<file path="src/hdl/u8d_pkg.sv">
package u8d_pkg;

  localparam int unsigned CpW       = 21;
  localparam int unsigned QDepth    = 4;
  localparam int unsigned QPtrW     = 2;
  localparam int unsigned QCntW     = 3;

  localparam logic [CpW-1:0] CpReplacement = 21'h00FFFD;
  localparam logic [CpW-1:0] CpMaxScalar   = 21'h10FFFF;
  localparam logic [CpW-1:0] CpSurrLo      = 21'h00D800;
  localparam logic [CpW-1:0] CpSurrHi      = 21'h00DFFF;
  localparam logic [CpW-1:0] CpMin2        = 21'h000080;
  localparam logic [CpW-1:0] CpMin3        = 21'h000800;
  localparam logic [CpW-1:0] CpMin4        = 21'h010000;

  localparam logic [7:0] MaskLead2 = 8'hE0;
  localparam logic [7:0] CodeLead2 = 8'hC0;
  localparam logic [7:0] MaskLead3 = 8'hF0;
  localparam logic [7:0] CodeLead3 = 8'hE0;
  localparam logic [7:0] MaskLead4 = 8'hF8;
  localparam logic [7:0] CodeLead4 = 8'hF0;
  localparam logic [7:0] MaskCont  = 8'hC0;
  localparam logic [7:0] CodeCont  = 8'h80;

  typedef struct packed {
    logic [CpW-1:0] code_point;
    logic           malformed;
    logic           last_of_run;
  } result_t;

  // Words handed from the front end to the queue at once.
  typedef struct packed {
    logic [1:0] count;
    result_t    r0;
    result_t    r1;
  } push_t;

  typedef struct packed {
    logic           done;
    logic [CpW-1:0] code_point;
    logic           malformed;
    logic [1:0]     need;
    logic [CpW-1:0] value;
  } lead_t;

  // Decode a byte seen while no sequence is open.
  function automatic lead_t lead_decode(input logic [7:0] b, input logic [1:0] following);
    lead_t res;
    res.done       = 1'b1;
    res.code_point = CpReplacement;
    res.malformed  = 1'b1;
    res.need       = 2'd0;
    res.value      = '0;
    if (b[7] == 1'b0) begin
      res.code_point = {13'd0, b};
      res.malformed  = 1'b0;
    end else if ((b & MaskLead2) == CodeLead2) begin
      res.need  = 2'd1;
      res.value = {16'd0, b[4:0]};
      if (b[4:1] != 4'd0) begin
        res.done = (following < res.need);
      end
    end else if ((b & MaskLead3) == CodeLead3) begin
      res.need  = 2'd2;
      res.value = {17'd0, b[3:0]};
      res.done  = (following < res.need);
    end else if ((b & MaskLead4) == CodeLead4) begin
      res.need  = 2'd3;
      res.value = {18'd0, b[2:0]};
      res.done  = (following < res.need);
    end
    return res;
  endfunction

endpackage

</file>
<file path="src/hdl/utf8_codepoint_decoder.sv">
// UTF-8 to Unicode scalar decoder. Each input word is one string byte plus the
// count of bytes still to come (saturated at three). ASCII and each completed
// multi-byte sequence give one scalar; malformed input gives U+FFFD with
// malformed set. A byte that breaks an open sequence gives U+FFFD for the
// broken sequence and is then decoded afresh as a lead byte, so it may give a
// second word; last_of_run marks the final word caused by a byte. Sequences
// cut short by the string end are rejected at the lead byte.
// Rate: one byte accepted per cycle while the queue has room, and one result
// word delivered per cycle while out_ready_i is high. The front end decodes a
// byte combinationally and pushes zero, one or two words into a four-word
// queue; the queue drains one word a cycle while out_ready_i is high. The
// input is ready while the queue has room for two words.
module utf8_codepoint_decoder import u8d_pkg::*; (
  input  logic        clk_i,
  input  logic        rst_ni,
  input  logic        in_valid_i,
  output logic        in_ready_o,
  input  logic [7:0]  data_byte_i,
  input  logic [1:0]  bytes_following_i,
  output logic        out_valid_o,
  input  logic        out_ready_i,
  output logic [20:0] code_point_o,
  output logic        malformed_o,
  output logic        last_of_run_o
);

  push_t   push;
  logic    room;
  result_t head;

  // Front end: hold the partial code point and classify each byte.
  u8d_front u_front (
    .clk_i             (clk_i),
    .rst_ni            (rst_ni),
    .in_valid_i        (in_valid_i),
    .room_i            (room),
    .data_byte_i       (data_byte_i),
    .bytes_following_i (bytes_following_i),
    .in_ready_o        (in_ready_o),
    .push_o            (push)
  );

  // Back end: queue result words and hand them out one at a time.
  u8d_queue u_queue (
    .clk_i       (clk_i),
    .rst_ni      (rst_ni),
    .push_i      (push),
    .room_o      (room),
    .out_valid_o (out_valid_o),
    .out_ready_i (out_ready_i),
    .head_o      (head)
  );

  assign code_point_o  = head.code_point;
  assign malformed_o   = head.malformed;
  assign last_of_run_o = head.last_of_run;

endmodule

</file>
<file path="src/hdl/u8d_front.sv">
module u8d_front import u8d_pkg::*; (
  input  logic       clk_i,
  input  logic       rst_ni,
  input  logic       in_valid_i,
  input  logic       room_i,
  input  logic [7:0] data_byte_i,
  input  logic [1:0] bytes_following_i,
  output logic       in_ready_o,
  output push_t      push_o
);

  logic [1:0]     pend_q, pend_d;
  logic [1:0]     seqlen_q, seqlen_d;
  logic [CpW-1:0] part_q, part_d;
  logic           take;
  lead_t          ld;
  logic [CpW-1:0] nv;
  logic [1:0]     pend_dec;
  logic           bad_val;

  assign in_ready_o = room_i;
  assign take       = in_valid_i & room_i;
  assign ld         = lead_decode(data_byte_i, bytes_following_i);
  assign nv         = {part_q[CpW-7:0], data_byte_i[5:0]};
  assign pend_dec   = pend_q - 2'd1;

  always_comb begin
    bad_val = (nv > CpMaxScalar) || ((nv >= CpSurrLo) && (nv <= CpSurrHi)) ||
              (nv < CpMin2) ||
              ((nv < CpMin3) && (seqlen_q > 2'd1)) ||
              ((nv < CpMin4) && (seqlen_q > 2'd2));
  end

  always_comb begin
    pend_d   = pend_q;
    seqlen_d = seqlen_q;
    part_d   = part_q;
    push_o   = '0;
    if (take) begin
      if (pend_q == 2'd0) begin
        if (ld.done) begin
          push_o.count = 2'd1;
          push_o.r0    = '{code_point: ld.code_point, malformed: ld.malformed,
                           last_of_run: 1'b1};
        end else begin
          pend_d   = ld.need;
          seqlen_d = ld.need;
          part_d   = ld.value;
        end
      end else if ((data_byte_i & MaskCont) != CodeCont) begin
        // Close the broken sequence, then retry the byte as a lead.
        push_o.r0 = '{code_point: CpReplacement, malformed: 1'b1, last_of_run: 1'b1};
        if (ld.done) begin
          push_o.count          = 2'd2;
          push_o.r0.last_of_run = 1'b0;
          push_o.r1 = '{code_point: ld.code_point, malformed: ld.malformed,
                        last_of_run: 1'b1};
          pend_d   = 2'd0;
          seqlen_d = 2'd0;
          part_d   = '0;
        end else begin
          push_o.count = 2'd1;
          pend_d   = ld.need;
          seqlen_d = ld.need;
          part_d   = ld.value;
        end
      end else if (pend_dec != 2'd0) begin
        pend_d = pend_dec;
        part_d = nv;
      end else begin
        push_o.count = 2'd1;
        push_o.r0 = '{code_point: bad_val ? CpReplacement : nv, malformed: bad_val,
                      last_of_run: 1'b1};
        pend_d   = 2'd0;
        seqlen_d = 2'd0;
        part_d   = '0;
      end
    end
  end

  always_ff @(posedge clk_i or negedge rst_ni) begin
    if (!rst_ni) begin
      pend_q   <= 2'd0;
      seqlen_q <= 2'd0;
      part_q   <= '0;
    end else begin
      pend_q   <= pend_d;
      seqlen_q <= seqlen_d;
      part_q   <= part_d;
    end
  end

endmodule

</file>
<file path="src/hdl/u8d_queue.sv">
module u8d_queue import u8d_pkg::*; (
  input  logic    clk_i,
  input  logic    rst_ni,
  input  push_t   push_i,
  output logic    room_o,
  output logic    out_valid_o,
  input  logic    out_ready_i,
  output result_t head_o
);

  result_t          mem_q [QDepth];
  logic [QPtrW-1:0] wr_q, rd_q;
  logic [QCntW-1:0] cnt_q;
  logic             pop;

  assign out_valid_o = (cnt_q != '0);
  assign pop         = out_valid_o & out_ready_i;
  assign head_o      = mem_q[rd_q];
  // Need space for two words from a single byte.
  assign room_o      = (cnt_q <= QCntW'(QDepth - 2));

  always_ff @(posedge clk_i) begin
    if (push_i.count != 2'd0) begin
      mem_q[wr_q] <= push_i.r0;
    end
    if (push_i.count == 2'd2) begin
      mem_q[wr_q + QPtrW'(1)] <= push_i.r1;
    end
  end

  always_ff @(posedge clk_i or negedge rst_ni) begin
    if (!rst_ni) begin
      wr_q  <= '0;
      rd_q  <= '0;
      cnt_q <= '0;
    end else begin
      wr_q  <= wr_q + QPtrW'(push_i.count);
      rd_q  <= rd_q + QPtrW'(pop);
      cnt_q <= cnt_q + QCntW'(push_i.count) - QCntW'(pop);
    end
  end

endmodule
</file>
<file path="config.mk">
export PLATFORM = sky130hd
export DESIGN_NAME = utf8_codepoint_decoder
export DESIGN_NICKNAME = d
export VERILOG_FILES = /design/src/hdl/u8d_pkg.sv /design/src/hdl/utf8_codepoint_decoder.sv /design/src/hdl/u8d_front.sv /design/src/hdl/u8d_queue.sv
export SDC_FILE = /design/constraint.sdc
export NUM_CORES = 1
export LEC_CHECK = 0
export BUFFER_PORTS_ARGS = -buffer_cell sky130_fd_sc_hd__buf_2
export CORE_ASPECT_RATIO = 1.4
export CORE_UTILIZATION = 45
export CTS_CLUSTER_DIAMETER = 120
export DETAILED_ROUTE_END_ITERATION = 10
export GPL_TIMING_DRIVEN = 0
export PLACE_DENSITY = 0.66
export RECOVER_POWER = 100
export SLEW_MARGIN = 20
export SYNTH_ARGS = -nofsm -noshare
export SYNTH_HDL_FRONTEND = slang
export SYNTH_SLANG_ARGS = --single-unit
</file>
<file path="constraint.sdc">
create_clock -name clk_i -period 2.98 [get_ports clk_i]
set_input_delay 0.894 -clock clk_i [delete_from_list [all_inputs] [get_ports clk_i]]
set_output_delay 0.894 -clock clk_i [all_outputs]
set_load 0.1 [all_outputs]
</file>
Word level (Yosys, flattened, before mapping)
Memories as Yosys holds them, arrays and structs flattened.
Cells that the tools add are included.
W data, S select, Z words.
{"block": "word_totals", "register_bits": 26, "out_inout_bits": 25, "inputBits": 14, "latch_bits": 0, "wordCells": 85, "romBits": 0, "mem_bits_rw": 92, "n_memories": 1}
{"memory": "u_queue.mem_q", "words": 4, "width": 23, "rd": 1, "rd_clocked_by_memory_dff": 0, "wr": 2, "line_no": "u8d_queue.sv:11", "source": "result_t mem_q [QDepth];"}
{"block": "classes", "order_cmp": 12, "reduce_logical": 14, "n_div": 0, "muxes": 37, "n_mul": 0, "bitwise": 2, "n_shift": 0, "n_addsub": 6, "n_eq_ne": 7}
{"cell": "$mux W23", "count": 6}
{"cell": "$mux W15", "count": 5}
{"cell": "$mux W24", "count": 3}
{"cell": "$mux W25", "count": 2}
{"cell": "$mux W48", "count": 1}
{"cell": "$ge A21 B16 Y1 const B", "count": 1}
{"cell": "$gt A21 B21 Y1 const B", "count": 1}
{"cell": "$le A21 B16 Y1 const B", "count": 1}
{"cell": "$lt A21 B12 Y1 const B", "count": 1}
{"cell": "$lt A21 B17 Y1 const B", "count": 1}
{"cell": "$lt A21 B8 Y1 const B", "count": 1}
{"cell": "$mux W21", "count": 1}
{"cell": "$mux W2", "count": 9}
{"cell": "$mux W17", "count": 1}
{"cell": "$mux W1", "count": 9}
{"cell": "$eq A5 B5 Y1 const B", "count": 1}
{"cell": "$eq A4 B4 Y1 const B", "count": 1}
{"cell": "$logic_or A1 B1 Y1", "count": 4}
{"cell": "$lt A2 B2 Y1 const B", "count": 2}
{"cell": "$ne A2 B2 Y1 const B", "count": 2}
{"cell": "$reduce_bool A2 Y1", "count": 2}
{"cell": "$reduce_bool A4 Y1", "count": 1}
{"cell": "$add A3 B2 Y3", "count": 1}
{"cell": "$eq A3 B3 Y1 const B", "count": 1}
{"cell": "17 further kinds", "count": 20}

Logic depth before layout (Yosys ltp)
Gate-level depths: netlist (run 1).
{"block": "logic_depth", "depth_word": 14, "depth_mapped": 12, "ltp_nobuf": 11}

Modules after synthesis
From an unflattened synthesis (run 1), not the netlist that was laid out.
{"block": "hier_totals", "cells_unflattened": 483, "hier_area_um2": 6643.9}
{"mod": "u8d_queue", "seq_area_each_um2": 2937.8, "cells_each": 264, "area_each_um2": 5049.8, "instances": 1}
{"mod": "u8d_front", "seq_area_each_um2": 475.5, "cells_each": 219, "area_each_um2": 1594.0, "instances": 1}

Least setup slack after synthesis (run 1)
OpenSTA, ideal clock, no wires.
{"block": "synth_timing", "path_type": "register to register", "startpoint": "reg u_queue.cnt_q[0]", "endpoint": "reg u_queue.cnt_q[2]", "path_slack_ps": -375, "arrival_ps": 3232, "stages_incl_launch_ff": 9, "required_time_ps": 2857, "setup_time_ps": 123, "path_buffers": 0, "period_less_slack_ps": 3355, "cell_sequence": "dfrtp_1 -> a21oi_2 -> nand2_1 -> nor3_4 -> inv_1 -> ha_1 -> fa_1 -> xor2_1 -> xnor2_1"}
{"block": "synth_via", "elab_chain_cells": 5, "elab_cells_between_ends": 7, "classes_between": "add/sub: 2; order compare: 1; mux: 1; bitwise: 2; reduce/logical: 1"}
{"item": "start: declaration", "line_no": "u8d_queue.sv:13", "source": "logic [QCntW-1:0] cnt_q;"}
{"item": "start signal: assignment", "line_no": "u8d_queue.sv:39", "source": "cnt_q <= cnt_q + QCntW'(push_i.count) - QCntW'(pop);"}
{"item": "$le A3 B2 Y1", "line_no": "u8d_queue.sv:20", "source": "assign room_o = (cnt_q <= QCntW'(QDepth - 2));"}
{"item": "net in_ready_o", "line_no": "utf8_codepoint_decoder.sv:17", "source": "output logic in_ready_o,"}
{"item": "$and A1 B1 Y1", "line_no": "u8d_front.sv:22", "source": "assign take = in_valid_i & room_i;"}
{"item": "$mux W48", "line_no": "u8d_front.sv:39", "source": "if (take) begin"}
{"item": "$add A3 B2 Y3", "line_no": "u8d_queue.sv:39"}
{"item": "$sub A3 B1 Y3", "line_no": "u8d_queue.sv:39"}
The timed path passes the listed nets, and every way through them passes these cells.
A chain may end at the register's enable or synchronous reset.

Worst setup path in the final report (run 1)
{"block": "layout_timing", "startpoint": "reg u_queue.rd_q[0]", "endpoint": "out code_point_o[15]"}
{"block": "layout_via", "elab_chain_cells": 1}
{"item": "start: declaration", "line_no": "u8d_queue.sv:12", "source": "logic [QPtrW-1:0] wr_q, rd_q;"}
{"item": "start signal: assignment", "line_no": "u8d_queue.sv:38", "source": "rd_q <= rd_q + QPtrW'(pop);"}
{"item": "$mem_v2 Z4 W23"}
{"item": "end: declaration", "line_no": "utf8_codepoint_decoder.sv:22", "source": "output logic [20:0] code_point_o,"}
Every way passes these cells.

==> results of run 1 <==
-- cell type report --
type / instances / area (sq um)
plain buffers: 33 / 171
clock buffers: 17 / 425
clock inverters: 15 / 191
fillers: 1096 / 5710
inverters: 17 / 66.3
multi-input cells: 342 / 2500
flip-flops and latches: 118 / 3210
well taps: 153 / 191
repair buffers: 45 / 284
-- cell usage after synthesis, types with 9 or more instances --
cell type and count:
a22o_1 15, mux4_2 23, o22ai_1 20, o21ai_0 35, nand4_1 13, nor3_1 15, dfrtp_1 26, nand2_1 56
edfxtp_1 72, inv_1 17, a21oi_1 22, and3_1 9, nor2_1 42, dfxtp_1 20, clkbuf_1 25, and2_1 13
-- sequential cells by signal (all words and copies together), names as in the netlist --
name and count:
u_queue.mem_q 92, u_front.part_q 15, u_queue.cnt_q 3, u_front.pend_q 2
u_front.seqlen_q 2, u_queue.rd_q 2, u_queue.wr_q 2
-- metrics by stage --
| stage | util (%) | setup slack (ns) | instance area, sq um | power [W] | TNS, ns |
|---|---|---|---|---|---|
| after floorplan | - | -0.0240 | 5910 | 0.00517 | -0.0240 |
| after global placement | 49.3 | -0.722 | 6280 | 0.00586 | -64.41 |
| after detailed placement | 49.3 | -0.744 | 6290 | 0.00592 | -64.65 |
| after CTS | 54.7 | 0.00152 | 6980 | 0.00811 | 0 |
| after global routing | 55.2 | 0.00951 | 7050 | 0.00846 | 0 |
| final | 55.2 | 0.0733 | 7050 | 0.00815 | 0 |
-- power by group through the flow --
| stage | registers (W) | logic (W) | clock network (W) |
|---|---|---|---|
| 2_1_floorplan | 0.00223 | 0.00295 | 0 |
| 3_3_place_gp | 0.00227 | 0.00359 | 0 |
| 3_5_place_dp | 0.00229 | 0.00364 | 0 |
| 4_1_cts | 0.00229 | 0.00368 | 0.00214 |
| 5_1_grt | 0.00233 | 0.00391 | 0.00223 |
| 6_report | 0.00229 | 0.00371 | 0.00215 |
-- routing by layer --
metal,vias up,global-route usage [%]
li1,2073,-
met1,2194,27.0
met2,215,41.1
met3,47,5.31
met4,0,14.0
met5,-,0
-- what timing repair did --
action                                  4_1_cts  5_1_grt
endpoints found under the setup margin       92      118
pin swaps                                     0        5
hold endpoints to repair                      0        0
resized for setup                            23        9
setup buffers                                 2        7
-- critical path: stages (launching register included) --
cell and delay (ns):
dfrtp_2 0.50, buf_6 0.24, mux4_2 0.55, clkbuf_4 0.30
-- worst max-delay path by stage --
| stage | end | startpoint |
|---|---|---|
| floorplan | u_queue.cnt_q[2] | data_byte_i[4] |
| CTS | code_point_o[16] | u_queue.rd_q[0] |
| global route | code_point_o[16] | u_queue.rd_q[0] |
| finish | code_point_o[15] | u_queue.rd_q[0] |
| global placement | u_queue.mem_q[2][5] | data_byte_i[5] |
| detailed placement | u_queue.mem_q[2][5] | data_byte_i[5] |
-- cell families after synthesis --
logic type	after synthesis
buffers and inverters	54
DFF	118
muxes	25
AOI/OAI and AO/OA	127
xor gates and xnor gates	5
adders and majority gates	8
and+or+nand+nor	177
==> impl_summary.md, run 1 <==
Power
The fraction of power consumed by combinational cells is 45.5%. For this design the ratio of total power to cell area is 1160 nW/um^2. The static leakage is 2.61 nW. The maximum ir drop on the vdd rail is 0.459 mV.

The switching component of the power is 0.00377 W. Net switching is 46.2% of the power. The clock network accounts for 26.4% of the total power. The internal power is 0.00439 W. Sequential cells account for 28.1% of the total power.

Route
Wire segments on met2 add up to 8000 um in the final route. The detailed-route wire length on metal 1 is 5910 um. The number of DRC markers in iteration 0 is 421.

Using the TritonRoute via totals, the vias-per-cell ratio works out to 6.12. The first detailed-routing pass took 7 iterations. The detailed router placed 4529 vias in this run. After detailed routing, the met3 layer carries 882 um of wire. In the routed design, unresolved DRC markers number 0. In this run the remaining antenna-violating nets after routing total 0. The total length of routed wires is 15400 um. The topmost layer with routed signal wires is met4. In the final routed layout, each cell accounts on average for 20.8 um.

Critical path
The worst setup path is captured at an output pin. The endpoint identified for the worst register-to-register timing path is u_queue.mem_q[0][0]. The depth of the worst register-to-register path is 10. The required time of the worst setup path is 2.09 ns. The worst setup path is of the reg2out kind. In this run the worst path has a maximum fanout of 10. The worst register-to-register path has a setup slack of 0.19 ns.

The reg-to-reg startpoint is u_front.pend_q[0]. The worst endpoint data arrival time is 2.01 ns. The kind of launch point of the worst setup path is a flop.

Die
The y dimension of the die is 137 um. The area of the placeable core is 12800 sq um. For this configuration, the core starts out at a cell density of 46.0%. The total number of placement rows is 49.

The floorplan die width is 98.5 um. The number of placed I/O pins is 39. The die outline area is 13500 sq um.

Timing
Derived from the worst setup path, the maximum achievable clock frequency is 344 MHz. The worst hold margin is 0.458 ns. Setup repair after global routing left no endpoint under its margin. In the finished design, the share of the clock period the worst path needs comes to 97.5%. The clock skew is 0.00687 ns. The smallest clock period supported by the final layout is computed as 2.91 ns. The worst max-slew margin expressed relative to the limit is 4.02%. The number of setup violations in the final report is 0.

The count of final hold-check violations is 0. For the pin with the worst max-slew slack, the measured transition is 1.44 ns. The total count of max-transition violations in the final report is 0.

Clock network
The number of clock buffers added by TritonCTS is 17. The TritonCTS sink count is 118. The later-pin clock latency in the skew report is 0.42 ns.

The clock-pin transition on the worst setup and hold timing paths is 0.06 ns. TritonCTS built the clock tree. The number of buffers added to fix hold violations after cts is 0. The H-tree was split into 4 levels. In this run the deepest clock path goes through 2 buffers.

The tree is rooted in a clkbuf_16.

GRT
The pin count of the biggest net entering global routing is 27. The global-route congestion overflow total is 0. The number of antenna violations at the first check in global routing is 0. The number of global-route vias before repair is 4467. The global-route wire length before repair is 23700 um. The global-route usage over all layers is 23.7%.

Finish
Leaving out fill and tap cells, the most frequent cells in the layout are 72 x edfxtp_1, 54 x nand2_1, 41 x nor2_1. The post-layout net count is 596. Leaving out fill and tap cells, the most frequent cell in the layout is edfxtp_1. 0 antenna diodes ended up in the layout. The post-route netlist has 24.0% of its cells at a drive strength greater than 1. The finished layout holds 740 standard cells, fillers aside. The area growth from synthesis to layout is 20.1%.

Synth
The proportion of register bits with asynchronous set or reset after synthesis is 22.0%. The adder-cell share of the synthesized area is 1.83%. The xor/xnor share of the synthesized area is 0.747%. The synthesized design contains 72 enable-type register cells. The count of state elements after synthesis is 118. Sorting the synthesized cells by area gives the leading types as edfxtp_1 37%, dfrtp_1 11%, mux4_2 8.8%. The warning count from the yosys run is 0. The top-area cell type share of the netlist area is 36.9%.

The net count after synthesis is 536. Summing the areas of all and, or, nand and nor instances in the mapped netlist gives 14.9% of the synthesized area. The dominant synthesized flop cell is edfxtp_1. The compound-gate portion of the synthesized area is 14.7%.

The post-synth design cell area is 5860 sq um. Yosys mapped the design onto 61 distinct sky130hd cell types. Measured against the total synthesized area, the mux share comes to 9.20%.

The number of standard cells after synthesis is 514. By area, the combinational part of the netlist is dominated by simple AND/OR/NAND/NOR gates. The cell type with the largest total area after synthesis is edfxtp_1. The share of the Yosys chip area taken by registers is 54.8%. The mean instance size in the synthesized netlist is 11.4 sq um.

Placement
The final weighted congestion in routability-driven placement is 0.888. The total instance count after detailed placement is 703. The HPWL after detailed placement is 10700 um. The quantity of I/O buffers inserted on ports is 36.

Worst hold path
The start point of the worst min-delay path is u_queue.mem_q[3][21]. The path class of the tightest hold or removal check is reg2reg. Along the worst hold path, the cell count comes to 2. The capture endpoint of the worst hold path is u_queue.mem_q[3][21].

Job
The max-capacitance violation count is 0.

Run status
The run finished with clean final reports.
Note: power is estimated with default switching activity, not from simulation.
==> run 2, diff against run 1 <==
Settings changed: CTS_BUF_LIST from default to sky130_fd_sc_hd__clkbuf_8.
==> impl_summary.md, run 2 (synthesis gave the netlist of run 1 again) <==
Run status
The run finished with clean final reports.

Die
The number of placed I/O pins is 39 (unchanged). The floorplan die width is 98.5 um (unchanged). The total number of placement rows was 49 (unchanged). The y dimension of the die is 137 um (unchanged). The die outline area came to 13500 sq um (unchanged). The initial cell density of the core was 46.0% (unchanged).

The area of the placeable core is 12800 sq um (unchanged).

Job
The max-capacitance violation count is 0 (unchanged).

Route
The detailed-route DRC error count is 0 (unchanged). The vias after detailed routing is 4535 (+0.13%). The number of nets with antenna violations after detailed routing is 0 (unchanged).

The number of vias per cell is 6.13 (+0.13%). The detailed-router iteration count before antenna repair came to 8 (+1). The number of DRC markers in iteration 0 came to 344 (-18%).

The total length of routed wires was 15000 um (-2.7%). The average wire length per cell after detail routing was 20.3 um (-2.7%).

Worst hold path
The path class of the tightest hold or removal check is reg2reg.

Finish
Ranked by flip-flop count, first place goes to u_queue.mem_q. The filler cell count in the final layout is 1126 (+2.7%). The area of the multi-input gates is 2520 sq um (+0.95%). The number of flip-flops under the largest register name came to 92 (unchanged). The post-layout net count is 596 (unchanged). The post-route non-filler standard cell count is 740 (unchanged).

The library cell used most frequently in the layout, excluding fill and tap cells, is edfxtp_1. The sequential cell area was 3210 sq um (unchanged). The number of diodes added for antenna fixing came to 0 (unchanged). The share of cells above drive strength 1 came to 24.7% (+0.68 points). The area growth from synthesis to layout is 17.4%. The top cell types in the final layout, fill and taps aside, are 72 x edfxtp_1, 54 x nand2_1, 42 x nor2_1.

The largest registers in the layout are u_queue.mem_q (92), u_front.part_q (15), u_queue.cnt_q (3). The core utilization of the finished layout came to 54.0% (-1.3 points).

Critical path
Following the worst setup path forward leads to its endpoint at code_point_o[16]. The maximum fanout encountered on the critical timing path came to 10 (unchanged). The capture instance of the worst register-to-register path is u_queue.mem_q[1][3]. The required time of the worst setup path is 2.09 ns (about the same). The worst endpoint data arrival time came to 2.03 ns (+0.02 ns). The critical setup path kind is reg2out. The depth of the worst register-to-register path is 10 (unchanged). The worst register-to-register path begins at u_front.pend_q[0]. STA classifies the critical path endpoint as an output pin.

STA classifies the critical path startpoint as a flop. The most critical setup path has its startpoint at u_queue.rd_q[1]. The worst reg-to-reg setup slack is 0.11 ns (-0.08 ns).

Timing
The share of the clock period used by the worst path is 98.0% (+0.45 points). The total count of max-transition violations in the final report is 0 (unchanged). The worst hold margin is 0.458 ns (-0.000319 ns). The minimum period implied by the final worst setup slack is 2.92 ns (+0.0133 ns). The number of setup violations in the final report is 0 (unchanged). The clock skew is 0.0102 ns (+0.00335 ns). The count of final hold-check violations came to 0 (unchanged). The transition at the pin with the smallest max-transition slack was 1.42 ns (-0.0156 ns). The worst max-slew margin expressed relative to the limit is 5.05% (+1.0 points). The setup TNS is 0 ns (unchanged). Setup repair after global routing could not meet its margin everywhere. The highest clock rate is 342 MHz (-0.46%).

Clock network
The number of buffers added to fix hold violations after cts is 0 (unchanged). The buffer cell driving the clock tree root is clkbuf_8. The TritonCTS sink count is 118 (unchanged).

The H-tree depth reported by CTS is 4 (unchanged). The CTS buffer count is 17 (unchanged). The deepest clock path buffer count was 2 (unchanged). The later-pin clock latency in the skew report is 0.44 ns (+0.02 ns). TritonCTS built the clock tree. The clock-pin transition on the worst setup and hold timing paths was 0.08 ns (+0.02 ns).

GRT
The number of global-route vias before repair is 4381 (-1.9%). The number of antenna violations at the first check in global routing is 0 (unchanged). The pin count of the biggest net entering global routing came to 27 (unchanged). The global-route congestion overflow total is 0 (unchanged). The global-route usage over all layers is 23.0% (-0.76 points). The global-route wire length before repair is 23000 um (-2.7%).

Placement
The half-perimeter wire length of the detailed placement result is 10700 um (unchanged). The final weighted congestion in routability-driven placement is 0.888 (unchanged). The total instance count after detailed placement is 703 (unchanged). The quantity of I/O buffers inserted on ports is 36 (unchanged).

Power
The total chip power is 0.00761 W (-6.7%). The maximum ir drop on the vdd rail is 0.432 mV (-5.8%). The areal power density over the cells was 1100 nW/um^2 (-4.6%). The static leakage was 2.53 nW (-3.0%).
-- run 2: how the worst min path moves through the flow --
| stage | start | end | slack [ns] | cells past startpoint |
|---|---|---|---|---|
| global route | u_queue.mem_q[3][18] | u_queue.mem_q[3][18] | 0.48 | 2 |
| detailed placement | u_queue.mem_q[3][18] | u_queue.mem_q[3][18] | 0.45 | 2 |
| CTS | rst_ni | u_queue.cnt_q[0] | 0.46 | 1 |
| finish | u_queue.mem_q[3][18] | u_queue.mem_q[3][18] | 0.46 | 2 |
| floorplan | u_queue.mem_q[2][22] | u_queue.mem_q[2][22] | 0.43 | 1 |
| global placement | u_queue.mem_q[3][18] | u_queue.mem_q[3][18] | 0.44 | 2 |
-- run 2: report_power, final --
part           internal (W)  switching [W]  total, W
Combinational      0.000998        0.00275   0.00375
Sequential          0.00209       0.000196   0.00228
Clock              0.000849       0.000723   0.00157
Total               0.00394        0.00367   0.00761
-- run 2: metrics by stage --
step,worst slack (ns),instance area (sq um)
2_1_floorplan,-0.0240,5910
3_5_place_dp,-0.744,6290
5_1_grt,-0.0358,6890
6_report,0.0600,6890
3_3_place_gp,-0.722,6280
4_1_cts,0.0205,6790
-- run 2: repair_timing --
action | CTS | global route
endpoints found under the hold margin | 0 | 0
setup endpoints to repair | 93 | 109
pin swaps | 0 | 3
gates resized for setup | 24 | 6
buffers inserted | 2 | 7
-- run 2: area by class of cell --
type                            count  area share (%)
Tap cell                          153            2.78
Multi-Input combinational cell    342            36.7
Buffer                             33            2.49
Clock inverter                     15            2.78
Timing Repair Buffer               45            4.16
Inverter                           17            1.04
Sequential cell                   118            46.7
Clock buffer                       17            3.40
-- run 2: worst max-delay path, cell delays in order, from the launching register on --
cell      delay [ns]
dfrtp_1         0.55
clkbuf_4        0.37
mux4_2          0.24
buf_2           0.42
-- run 2: routing by layer --
| layer | GRT usage (%) | vias to the layer above | wire length, um |
|---|---|---|---|
| met5 | 0 | - | 0 |
| met4 | 12.9 | 0 | 510 |
| met3 | 5.06 | 39 | 938 |
| met2 | 40.1 | 218 | 7830 |
| met1 | 26.1 | 2208 | 5720 |
| li1 | - | 2070 | - |
